### src/tcm_pkg.sv
// Shared types and constants for the tilt correction matrix unit.
package tcm_pkg;

	localparam int SAMPLE_WIDTH      = 16;
	localparam int FRACTION_BITS_DEF = 14;
	localparam int NORM_WIDTH        = 16;
	localparam int QUEUE_DEPTH       = 4;

	typedef enum logic [1:0] {
		KIND_GENERAL = 2'd0,
		KIND_ALIGNED = 2'd1,
		KIND_FLIP    = 2'd2
	} kind_t;

	typedef enum logic [3:0] {
		ST_IDLE,
		ST_MUL,
		ST_SUM,
		ST_SQRT,
		ST_DSET,
		ST_DRUN,
		ST_DSTORE,
		ST_PROD,
		ST_DONE
	} back_state_t;

	typedef struct packed {
		logic signed [SAMPLE_WIDTH-1:0] grav_x;
		logic signed [SAMPLE_WIDTH-1:0] grav_y;
		logic signed [SAMPLE_WIDTH-1:0] grav_z;
	} tcm_in_t;

	typedef struct packed {
		logic signed [15:0] m00;
		logic signed [15:0] m01;
		logic signed [15:0] m02;
		logic signed [15:0] m10;
		logic signed [15:0] m11;
		logic signed [15:0] m12;
		logic signed [15:0] m20;
		logic signed [15:0] m21;
		logic signed [15:0] m22;
		kind_t              case_kind;
	} tcm_out_t;

	// scaled vector plus its class, as queued between front and back
	typedef struct packed {
		logic signed [NORM_WIDTH:0] nx;
		logic signed [NORM_WIDTH:0] ny;
		logic signed [NORM_WIDTH:0] nz;
		kind_t                      kind;
	} tcm_item_t;

	typedef struct packed {
		logic full;
		logic empty;
	} tcm_q_status_t;

endpackage

### src/tcm_queue.sv
// Short queue between the front end and the matrix engine.
module tcm_queue (
	input  logic                   clk,
	input  logic                   arst_n,
	input  logic                   push,
	input  tcm_pkg::tcm_item_t     push_item,
	input  logic                   pop,
	output tcm_pkg::tcm_item_t     head,
	output tcm_pkg::tcm_q_status_t q_status
);
	import tcm_pkg::*;

	localparam int AW = $clog2(QUEUE_DEPTH);

	tcm_item_t     slot_q [QUEUE_DEPTH];
	logic [AW-1:0] wr_q, rd_q;
	logic [AW:0]   cnt_q;
	logic          do_push, do_pop;

	assign q_status.full  = cnt_q == (AW+1)'(QUEUE_DEPTH);
	assign q_status.empty = cnt_q == '0;
	assign do_push = push && !q_status.full;
	assign do_pop  = pop && !q_status.empty;
	assign head    = slot_q[rd_q];

	always_ff @(posedge clk or negedge arst_n) begin
		if (!arst_n) begin
			wr_q  <= '0;
			rd_q  <= '0;
			cnt_q <= '0;
		end else begin
			if (do_push) begin
				wr_q <= wr_q + 1'b1;
			end
			if (do_pop) begin
				rd_q <= rd_q + 1'b1;
			end
			if (do_push && !do_pop) begin
				cnt_q <= cnt_q + 1'b1;
			end else if (!do_push && do_pop) begin
				cnt_q <= cnt_q - 1'b1;
			end
		end
	end

	always_ff @(posedge clk) begin
		if (do_push) begin
			slot_q[wr_q] <= push_item;
		end
	end

endmodule

### config.mk
export PLATFORM = sky130hd
export DESIGN_NAME = tcm_queue
export DESIGN_NICKNAME = d
export VERILOG_FILES = /design/src/tcm_pkg.sv /design/src/tcm_queue.sv
export SDC_FILE = /design/constraint.sdc
export NUM_CORES = 1
export LEC_CHECK = 0
export BUFFER_PORTS_ARGS = -buffer_cell sky130_fd_sc_hd__buf_2
export CAP_MARGIN = 20
export CORE_MARGIN = 2
export CORE_UTILIZATION = 35
export CTS_CLUSTER_DIAMETER = 120
export DETAILED_ROUTE_END_ITERATION = 7
export PLACE_DENSITY = 0.55
export RECOVER_POWER = 50
export SYNTH_ARGS = -nofsm -noshare
export SYNTH_HDL_FRONTEND = slang
export SYNTH_SLANG_ARGS = --single-unit
### constraint.sdc
create_clock -name clk -period 3.6 [get_ports clk]
set_clock_uncertainty 0.1 [all_clocks]
set_input_delay 0.18 -clock clk [delete_from_list [all_inputs] [get_ports clk]]
set_output_delay 0.18 -clock clk [all_outputs]
set_load 0.005 [all_outputs]
# == Yosys cells after proc, flatten, opt, wreduce, memory -nomap -nowiden ==
# Memories as Yosys holds them, arrays and structs flattened.
# Index checks and enable logic that the tools add are counted.
# op_classes
addsub,4
n_eq_ne,1
n_mux,4
reduce_logical,10
# ops
operator,count
3-bit 2-to-1 mux,2
"2-bit by 1-bit adder with 2-bit output, second input constant",2
1-bit logical AND,4
1-bit logical NOT,4
"3-bit by 1-bit adder with 3-bit output, second input constant",1
"3-bit equality test, second input constant",1
3-bit logical NOT,1
"3-bit by 1-bit subtractor with 3-bit output, second input constant",1
1-bit 2-to-1 mux,2
2-bit nonzero test,1
# word_totals
ff_bits,7
ram_bits,212
inputBits,57
out_inout_bits,55
word_cells,23
n_memories,1
# mem_list
name,words,word_bits,read_ports,rd_clocked_by_memory_dff,wr,line,rtl
slot_q,4,53,1,0,1,tcm_queue.sv:15,tcm_item_t slot_q [QUEUE_DEPTH];

# == Logic depth before layout (Yosys ltp) ==
# logic_depth
word_depth,7
mapped_depth,9
mapped_depth_nobuf,8

# == Worst setup path after synthesis ==
# Ideal clock, no wire load.
# synth_path
kind,register to register
startpoint,register cnt_q[2]
endpoint,"memory slot_q[0][0] (netlist name), enable pin"
setup_ps,416
t_arrival_ps,2082
t_required_ps,3084
path_slack_ps,1001
path_stages_with_launch,5
path_buffers,1
period_less_slack_ps,2599
path_cell_list,dfrtp_1 nor3b_2 nor2b_1 buf_2 and2_1
# synth_rtl
item,line,rtl
start: declaration,tcm_queue.sv:17,logic [AW:0] cnt_q;
start signal: assignment,tcm_queue.sv:39,cnt_q <= cnt_q + 1'b1;
start signal: assignment,tcm_queue.sv:41,cnt_q <= cnt_q - 1'b1;
end: declaration,tcm_queue.sv:15,

==> reports/summary.txt <==
# fillers -> 1972
Wire per inst -> 19.0 um
Die Area -> 24500 um2
Worst-skew pair later-pin latency -> 0.51 ns
Root Driver -> clkbuf_16
Fin crit period -> 2.79 ns
CP max stage delay -> 0.88 ns
Worst-path fanout max -> 35
Max IR drop VDD -> 0.000419 V
Share of the synthesized area in the top cell type -> 78.2%
F_max -> 358 MHz
Dpl cell area -> 8990 um2
TritonRoute pass-1 iters -> 6
Max-slew violations -> 0
Tot GR Track Use -> 12.5%
Fin. Hold Viols -> 0
CP endpoint -> head[38]
R2R Setup Slk -> 1.17 ns
Ys Warns -> 0
DRC -> 0
Max-cap viol count -> 0
CTS H-Tree Depth -> 1
Reg-to-reg startpoint -> cnt_q[2]
Crit end category -> output pin
Ant. Diodes -> 0
Yosys reg bits -> 219
Height of the chip -> 156 um
Synth area leader -> edfxtp_1
# port buffers -> 111
Share of synthesized registers carrying an async set or reset -> 3.20%
Gpl congestion -> 0.687
Cell Pwr Density -> 794 nW/um2
Critical path launch point type -> register
Vias per cell -> 4.76
RSZ-0062 raised after global routing -> false
Worst Setup SP -> rd_q[0]
Tot Pwr -> 0.00817 W
Outcome -> completed
Largest net degree at the start of global routing -> 54
Post-route cell area -> 10300 um2
GRT overflow -> 0
Initial DRC Count -> 181
Post-synth EDFFs -> 212
Core area -> 22700 um2
HP Class -> input pin to register
Final HPWL from detailed placement -> 9080 um
Kind of critical path -> register to output pin
Commonest non-fill, non-tap cell in the layout -> edfxtp_1
First-pass GRT wire length -> 23200 um
Ys flop type -> edfxtp_1
Cts bufs inserted -> 25
Routed Antenna Nets -> 0
Number of global-route vias before repair -> 4080
Mapped Nets -> 376
Fraction of layout cells with a size suffix above 1 -> 30.1%
Static Leak -> 3.46 nW
Netlist cell types -> 21
Worst-Margin Slew -> 0.880 ns
P&R area growth vs syn -> 26.4%
CP arrival -> 2.51 ns
Final setup vio count -> 0
Final worst path period share -> 77.5%
CP max stage cell -> dfrtp_4
Maximum clock insertion buffer count -> 3
Row cnt -> 55
CP cell instances -> buf_4, mux4_1, buf_2
Most frequent cells in the layout -> edfxtp_1 (212), clkbuf_1 (60), buf_2 (57)
Final WL -> 15300 um
Sequential fraction of the synthesis area -> 80.4%
Initial antenna violation count -> 0
Clk slew on worst S/H paths -> 0.05 ns
Final-stage net count -> 563
Initial Utilization -> 35.8%
CTS tree -> built
R2r endpoint -> slot_q[2][26]
CTS Sinks -> 219
Syn Area/Cell -> 26.0 um2
WHS -> 0.0799 ns
Vias -> 3831
Worst slew margin -> 41.3%
Largest cells by area after synthesis -> edfxtp_1 (78%), mux4_2 (13%), dfrtp_1 (2.2%)
Gate Count Post-Synth -> 313
TNS Setup -> 0 ns
R2R depth -> 4
# IOs -> 112
CP Data Required Time -> 3.32 ns
Synth Cell Area -> 8140 um2
Die width -> 156 um
-- cell families (layout without fill, tap and decap cells) --
| group | after synthesis | in the layout | share of synthesized area, % |
|---|---|---|---|
| xor gates and xnor gates | 6 | 6 | 0.646 |
| and+or+nand+nor | 10 | 10 | 0.769 |
| DFF | 219 | 219 | 80.4 |
| buffers and inverters | 17 | 223 | 1.98 |
| adders and majority gates | 6 | 6 | 1.01 |
| muxes | 55 | 55 | 15.2 |
-- registers in the layout, indices dropped and copies added, names as in the netlist --
name / cells
slot_q: 212
cnt_q: 3
rd_q: 2
wr_q: 2
-- where the power goes --
part	switching [W]	leakage [nW]	internal (W)
logic	0.000939	1.04	0.00107
registers	0.000308	2.02	0.00338
clock network	0.000968	0.400	0.00150
-- what timing repair did --
action	in CTS	in global routing
hold buffers	56	0
resized for setup	0	0
hold endpoints to repair	221	0
setup buffers	0	0
-- stage by stage --
stage / util (%) / cells / setup slack (ns)
final: 45.3 / 804 / 0.810
after global routing: 45.3 / 804 / 0.597
after CTS: 45.6 / 804 / 0.705
after detailed placement: 39.6 / 702 / 1.12
after global placement: 39.6 / 702 / 1.25
after floorplan: - / 313 / 1.00
-- worst min path at each step --
| stage | startpoint | to | slack, ns | cells after the start |
|---|---|---|---|---|
| after floorplan | arst_n | cnt_q[0] | -0.22 | 0 |
| after global placement | arst_n | cnt_q[0] | -0.07 | 1 |
| after detailed placement | arst_n | cnt_q[1] | -0.07 | 1 |
| after CTS | push | wr_q[0] | 0.06 | 3 |
| after global routing | push | wr_q[0] | 0.07 | 3 |
| final | push | wr_q[0] | 0.08 | 3 |
-- layer usage --
layer,up-vias,routed length [um],global-route usage (%)
met2,110,7500,20.9
li1,1714,-,-
met3,25,769,2.94
met5,-,0,0
met4,0,276,3.32
met1,1982,6750,16.6
-- cell type report --
cell class	count	area (um2)	area share [%]
Clock buffer	31	648	6.30
Clock inverter	15	168	1.63
Inverter	4	15.0	0.146
Multi-Input combinational cell	77	1440	14.0
Sequential cell	219	6550	63.6
Tap cell	285	357	3.47
Timing Repair Buffer	173	1120	10.9
-- cell usage after synthesis (2+ instances only) --
master and n:
edfxtp_1 212, mux4_2 48, buf_2 7, dfrtp_1 7
buf_12 5, ha_1 5, mux4_1 5, and2_1 4
inv_1 4, xnor2_1 4, xor2_1 2
-- critical path, delay by kind of cell (launching register included) --
kind                   cells  cell delay (ns)
DFF                        1             0.88
muxes                      1             0.58
buffers and inverters      2             0.51
Note: power is estimated with default switching activity, not from simulation.
