===== src/tcm_pkg.sv =====
// Shared types and constants for the tilt correction matrix unit.
package tcm_pkg;

	localparam int SAMPLE_WIDTH      = 16;
	localparam int FRACTION_BITS_DEF = 14;
	localparam int NORM_WIDTH        = 16;
	localparam int QUEUE_DEPTH       = 4;

	typedef enum logic [1:0] {
		KIND_GENERAL = 2'd0,
		KIND_ALIGNED = 2'd1,
		KIND_FLIP    = 2'd2
	} kind_t;

	typedef enum logic [3:0] {
		ST_IDLE,
		ST_MUL,
		ST_SUM,
		ST_SQRT,
		ST_DSET,
		ST_DRUN,
		ST_DSTORE,
		ST_PROD,
		ST_DONE
	} back_state_t;

	typedef struct packed {
		logic signed [SAMPLE_WIDTH-1:0] grav_x;
		logic signed [SAMPLE_WIDTH-1:0] grav_y;
		logic signed [SAMPLE_WIDTH-1:0] grav_z;
	} tcm_in_t;

	typedef struct packed {
		logic signed [15:0] m00;
		logic signed [15:0] m01;
		logic signed [15:0] m02;
		logic signed [15:0] m10;
		logic signed [15:0] m11;
		logic signed [15:0] m12;
		logic signed [15:0] m20;
		logic signed [15:0] m21;
		logic signed [15:0] m22;
		kind_t              case_kind;
	} tcm_out_t;

	// scaled vector plus its class, as queued between front and back
	typedef struct packed {
		logic signed [NORM_WIDTH:0] nx;
		logic signed [NORM_WIDTH:0] ny;
		logic signed [NORM_WIDTH:0] nz;
		kind_t                      kind;
	} tcm_item_t;

	typedef struct packed {
		logic full;
		logic empty;
	} tcm_q_status_t;

endpackage


===== src/tcm_front.sv =====
// Front end: accepts a gravity word, scales it and classifies it.
module tcm_front (
	input  logic              clk,
	input  logic              arst_n,
	input  logic              in_valid,
	output logic              in_ready,
	input  tcm_pkg::tcm_in_t  in_word,
	output logic              push,
	output tcm_pkg::tcm_item_t push_item,
	input  tcm_pkg::tcm_q_status_t q_status
);
	import tcm_pkg::*;

	localparam int SW    = SAMPLE_WIDTH;
	localparam int NW    = NORM_WIDTH;
	localparam int LEN_W = $clog2(SW + 1);

	logic              valid_s1;
	tcm_item_t         item_s1;
	logic [SW-1:0]     mag_x, mag_y, mag_z, mag_m;
	logic [LEN_W-1:0]  len;
	logic [SW+NW-1:0]  wide_x, wide_y, wide_z;
	logic [NW-1:0]     s_x, s_y, s_z;
	tcm_item_t         item_c;

	always_comb begin
		mag_x = in_word.grav_x[SW-1] ? SW'(-in_word.grav_x) : SW'(in_word.grav_x);
		mag_y = in_word.grav_y[SW-1] ? SW'(-in_word.grav_y) : SW'(in_word.grav_y);
		mag_z = in_word.grav_z[SW-1] ? SW'(-in_word.grav_z) : SW'(in_word.grav_z);
		mag_m = mag_x;
		if (mag_y > mag_m) begin
			mag_m = mag_y;
		end
		if (mag_z > mag_m) begin
			mag_m = mag_z;
		end
		len = '0;
		for (int i = 0; i < SW; i++) begin
			if (mag_m[i]) begin
				len = LEN_W'(i + 1);
			end
		end
		// top bit lands at position NW-1, exact left or truncating right shift
		wide_x = {mag_x, {NW{1'b0}}} >> len;
		wide_y = {mag_y, {NW{1'b0}}} >> len;
		wide_z = {mag_z, {NW{1'b0}}} >> len;
		s_x = wide_x[NW-1:0];
		s_y = wide_y[NW-1:0];
		s_z = wide_z[NW-1:0];
		item_c.nx = in_word.grav_x[SW-1] ? -$signed({1'b0, s_x}) : $signed({1'b0, s_x});
		item_c.ny = in_word.grav_y[SW-1] ? -$signed({1'b0, s_y}) : $signed({1'b0, s_y});
		item_c.nz = in_word.grav_z[SW-1] ? -$signed({1'b0, s_z}) : $signed({1'b0, s_z});
		if (mag_m == '0) begin
			item_c.kind = KIND_ALIGNED;
		end else if (s_x == '0 && s_y == '0) begin
			item_c.kind = in_word.grav_z[SW-1] ? KIND_FLIP : KIND_ALIGNED;
		end else begin
			item_c.kind = KIND_GENERAL;
		end
	end

	assign in_ready  = !valid_s1 || !q_status.full;
	assign push      = valid_s1;
	assign push_item = item_s1;

	always_ff @(posedge clk or negedge arst_n) begin
		if (!arst_n) begin
			valid_s1 <= 1'b0;
		end else if (in_ready) begin
			valid_s1 <= in_valid;
		end
	end

	always_ff @(posedge clk) begin
		if (in_ready && in_valid) begin
			item_s1 <= item_c;
		end
	end

endmodule


===== config.mk =====
export PLATFORM = sky130hd
export DESIGN_NAME = tcm_front
export DESIGN_NICKNAME = d
export VERILOG_FILES = /design/src/tcm_pkg.sv /design/src/tcm_front.sv
export SDC_FILE = /design/constraint.sdc
export NUM_CORES = 1
export LEC_CHECK = 0
export BUFFER_PORTS_ARGS = -buffer_cell sky130_fd_sc_hd__buf_2
export CAP_MARGIN = 30
export CORE_ASPECT_RATIO = 1.5
export CORE_MARGIN = 4
export CORE_UTILIZATION = 55
export DETAILED_ROUTE_END_ITERATION = 12
export PLACE_DENSITY = 0.85
export SYNTH_ARGS = -nofsm -noshare
export SYNTH_HDL_FRONTEND = slang
export SYNTH_SLANG_ARGS = --single-unit

===== constraint.sdc =====
create_clock -name clk -period 2 [get_ports clk]
set_clock_uncertainty 0.05 [all_clocks]
set_input_delay 0.3 -clock clk [delete_from_list [all_inputs] [get_ports clk]]
set_output_delay 0.3 -clock clk [all_outputs]
set_load 0.02 [all_outputs]

==> summary.txt, run 1 <==
Status
  – Status: stopped before the end
  – Error: [ERROR DPL-0038] Utilization greater than 100%, impossible to legalize
  – Exit stage: clock tree synthesis

Clocking
  – Clk root buf: clkbuf_16
  – H-Tree Depth: 2
  – Setup bufs post-CTS: 94
  – Num CTS Buffers: 5
  – CTS Sinks: 54
  – CTS resizes: 306
  – Hold Buf Count CTS: 1
  – Clock Tree Buf Depth: 2

Synth
  – Number of synthesized flops with an enable pin: 53
  – Top cells by count, synth: nand2_1, o21ai_0, nor2_1
  – Top_reg_cell synth: edfxtp_1
  – Cell Area, Synth: 8500 sq um
  – FFs w/ async S/R, synth: ~1.9%
  – Synthesis Warnings: 0
  – Syn Area/Cell: 7.78 sq um
  – Number of distinct library cells after synthesis: 106
  – Top cells by area, synth: edfxtp_1, ha_1, o21ai_0, xor2_1, xnor2_1
  – Synth top area share: between 10% and 20%
  – Register bit total from synthesis: 54
  – Syn_nets: 1181
  – Post-synthesis sequential area ratio: a little under a fifth
  – Cells after synthesis: about 1100
  – Area leader, netlist: edfxtp_1
  – Most common cell in the netlist: nand2_1

Place
  – Placed inst area: 12800 sq um
  – Cell Count Post-Placement: 1771
  – Gpl congestion: 1.20
  – HPWL after detailed placement: around 33 mm
  – Buffers on Ports: 106

Floorplanning
  – Initial Util: 56.1%
  – Die Y: 160 um
  – IO Count: 108
  – Row count: 55
  – Die X: 109 um
-- per-stage QoR --
stage	setup WS (ps)	hold slack [ps]
global placement	-6360	25.6
detailed placement	-6780	26.5
floorplan	-6180	-45.6
-- cells by family after synthesis --
logic type / share of synthesized area, %
adder cells (fa/ha/maj): 5.30
AO/OA/AOI/OAI: 34.2
buffers and inverters: 6.69
XOR/XNOR: 8.04
multiplexers: 2.90
flip-flops: 19.0
AND/OR/NAND/NOR: 23.9
==> run 2, diff against run 1 <==
- CORE_ASPECT_RATIO: 1.5 -> default
- CORE_UTILIZATION: 55 -> 40
- PLACE_DENSITY: 0.85 -> default
- PLACE_DENSITY_LB_ADDON: default -> 0.15
- clock period: 2 -> 2.6 ns (I/O delays scaled with it)
==> run 2 against run 1 <==
  * The flow now finishes, with violations (negative setup slack)
  * Synthesized cell count unchanged
  * Synthesized area unchanged
==> summary.txt, run 2 <==
Status
  – Status: finished, violations left
  – Failing checks: negative setup slack

Synth
  – Post-Synth Simple-Gate Area: 23.9% (unchanged)
  – Post-synthesis sequential area ratio: 19.0% (unchanged)
  – Synth top area share: 18.7% (unchanged)
  – Largest family of logic cells by synthesized area: compound AO/OA/AOI/OAI gates
  – Adder-cell area share of the yosys netlist: 5.30% (unchanged)
  – Synth Area in Compound Gates: 34.2% (unchanged)
  – Most common cell in the netlist: nand2_1
  – Multiplexer share of the synthesized area: 2.90% (unchanged)
  – Synthesis Warnings: 0 (unchanged)
  – Register bit total from synthesis: 54 (unchanged)
  – Number of synthesized flops with an enable pin: 53 (unchanged)
  – Area leader, netlist: edfxtp_1
  – Cells after synthesis: 1092 (unchanged)
  – FFs w/ async S/R, synth: 1.85% (unchanged)
  – Post-Synth XOR/XNOR Area: 8.04% (unchanged)
  – Top cells by area, synth: edfxtp_1, ha_1, o21ai_0, xor2_1, xnor2_1
  – Syn Area/Cell: 7.78 sq um (unchanged)
  – Top_reg_cell synth: edfxtp_1
  – Syn_nets: 1181 (unchanged)
  – Cell Area, Synth: 8500 sq um (unchanged)
  – Top cells by count, synth: nand2_1, o21ai_0, nor2_1
  – Number of distinct library cells after synthesis: 106 (unchanged)

Setup path
  – Reg2Reg Depth: 3
  – Slowest stage delay, CP: roughly 550 ps
  – Kind of critical path: in2reg
  – Data required time at the worst endpoint: 2580 ps
  – Maximum fanout along the worst path: 7
  – CP endpoint kind: flip-flop
  – CP startpoint: in_word[35]
  – Crit start category: input pin
  – CP arrival: 8080 ps
  – Slowest cell on crit path: or4_4
  – Most frequent CP cell: buf_6
  – Reg2reg start: push$_DFFE_PN0N_

Flow run
  – MaxCap Viol Count: 0

Floorplanning
  – Die Y: 154 um (-4.0%)
  – Die area: 23600 sq um
  – Row count: 53 (-3.6%)
  – Die X: 154 um (+40%)
  – Initial Util: 40.5% (-16 points)
  – IO Count: 108 (unchanged)
  – Area of the core: 21000 sq um

STA
  – Worst hold slack: 251 ps
  – Highest Clock Rate: 124 MHz
  – Crit share post-route: 311%
  – Worst Tran Pin Value: 680 ps
  – Tmin final: a little over 8000 ps
  – Rel. slew slack: a little over half
  – Fin. Hold Viols: 0
  – Final Slew Violations: 0
  – Final setup vio count: 53
  – Final worst-path setup slack: -5490 ps
  – RSZ-0062 raised after global routing: yes

Finish
  – Fin cells: about 2000
  – Nets: 1808
  – Commonest cells after routing, fill and taps aside: buf_4, buf_2, nand2_1
  – Most common cell after layout, fill and taps aside: buf_4
  – Fin area: 15600 sq um
  – Layout cells sized above 1: 56.7%
  – Max reg flops: between 50 and 60
  – Synth-to-Final Area Change: 83.5%

Route
  – Detailed Route WL: 44.7 mm
  – DR WL/cell: 22.4 um
  – Vias per std cell: 6.12
  – Routed Antenna Nets: 0
  – DR vias: 12200
  – TritonRoute pass-1 iters: 6
  – Starting DRT DRC Count: 1355
  – DRC Markers: 0

Power and ir drop
  – P_sw: 0.0135 W
  – Pwr Density: 1810 nW/um^2
  – Sw Ratio: between 40 and 50%
  – Max VDD drop: 0.724 mV
  – Flop pwr share: 6.5%
  – Combinational Power Share: 90.8%
  – P_int: 0.0148 W
  – Static Leak: 6.67 nW
  – Clock share of power: between 2 and 3%

Clocking
  – Clock Pin Slew Worst Setup and Hold Paths: 70 ps
  – Clock Tree Buf Depth: 2 (unchanged)
  – CTS Sinks: 54 (unchanged)
  – H-Tree Depth: 2 (unchanged)
  – Clk Latency, worst-skew pair: slightly below 300 ps
  – TritonCTS clock tree: done
  – Clk root buf: clkbuf_16
  – Num CTS Buffers: 5 (unchanged)

Hold path
  – Hold Crit Start: in_valid
  – HP Class: in2reg
  – Hold path cells: 2

Place
  – Buffers on Ports: 106 (unchanged)
  – Cell Count Post-Placement: 1873 (+5.8%)
  – Placed inst area: 13000 sq um (+1.7%)
  – Gpl congestion: 1.06 (-11%)
  – HPWL after detailed placement: 33.7 mm (+0.76%)
  – Pre-CTS WS: -6120 ps (+658 ps)

Global routing
  – GRT Overall Usage: 35.2%
  – Vias in the first global route: 11700
  – GRT overflow: 0
  – Initial antenna violation count: 2
  – Largest net degree at the start of global routing: 54
  – First-pass GRT wire length: 66.4 mm
run 2: cell counts after synthesis:
No cell type changed its count.
run 2: layer usage:
| layer | track usage (%) | wire, um | vias up | share of wire [%] |
|---|---|---|---|---|
| li1 | - | - | 5519 | - |
| met1 | 46.5 | 17900 | 5753 | 40 |
| met2 | 56.8 | 20000 | 738 | 45 |
| met3 | 5.91 | 4270 | 200 | 9.6 |
| met4 | 14.8 | 2550 | 2 | 5.7 |
| met5 | 0 | 13 | - | 0.029 |
run 2: logic make-up (layout without fill, tap and decap cells):
family / Yosys count / count (layout)
other: 0 / 1
adders and majority gates: 36 / 36
xor gates and xnor gates: 78 / 78
muxes: 24 / 24
DFF: 54 / 54
buffers and inverters: 123 / 750
AOI/OAI and AO/OA: 400 / 401
and+or+nand+nor: 377 / 377
run 2: power groups by stage:
stage          sequential (W)  clock [W]  combinational, W
5_1_grt               0.00186   0.000838            0.0270
3_5_place_dp          0.00185          0            0.0189
4_1_cts               0.00183   0.000792            0.0224
2_1_floorplan         0.00238          0           0.00999
3_3_place_gp          0.00184          0            0.0187
6_report              0.00183   0.000774            0.0257
run 2: worst paths after layout:
check                      slack (ps)                       to
setup / recovery                -5490  push_item[17]$_DFFE_PP_
hold reg to reg                   470         push$_DFFE_PN0N_
setup reg to reg                 1000   push_item[8]$_DFFE_PP_
min in group asynchronous         360         push$_DFFE_PN0N_
hold / removal                    250         push$_DFFE_PN0N_
max in group asynchronous        2060         push$_DFFE_PN0N_
run 2: per-stage QoR:
step | TNS (ps) | util [%] | total power (W)
floorplan | -284580 | - | 0.0124
global placement | -306440 | 62.2 | 0.0206
detailed placement | -308750 | 62.2 | 0.0207
CTS | -267840 | 70.1 | 0.0250
global route | -286500 | 74.4 | 0.0297
finish | -276790 | 74.4 | 0.0283
run 2: cell type report:
class	instances	area (sq um)
repair buffers	687	5280
clock buffers	5	125
inverters	55	206
multi-input cells	916	7980
diodes	1	2.50
clock inverters	3	47.5
flip-flops and latches	54	1620
well taps	275	344
fillers	1582	5360
run 2: critical path: cells and delay by family:
family	cells	cell delay, ps
XOR/XNOR	1	100
adder cells (fa/ha/maj)	2	550
buffers and inverters	11	1580
AO/OA/AOI/OAI	9	2250
AND/OR/NAND/NOR	13	3030
multiplexers	1	150
run 2: timing repair:
action	CTS	global route
gates resized for setup	182	124
hold buffers	1	0
endpoints found under the setup margin	53	53
buffers inserted	71	44
gates cloned	2	0
endpoints found under the hold margin	1	0
pin swaps	97	67
Note: power is estimated with default switching activity, not from simulation.
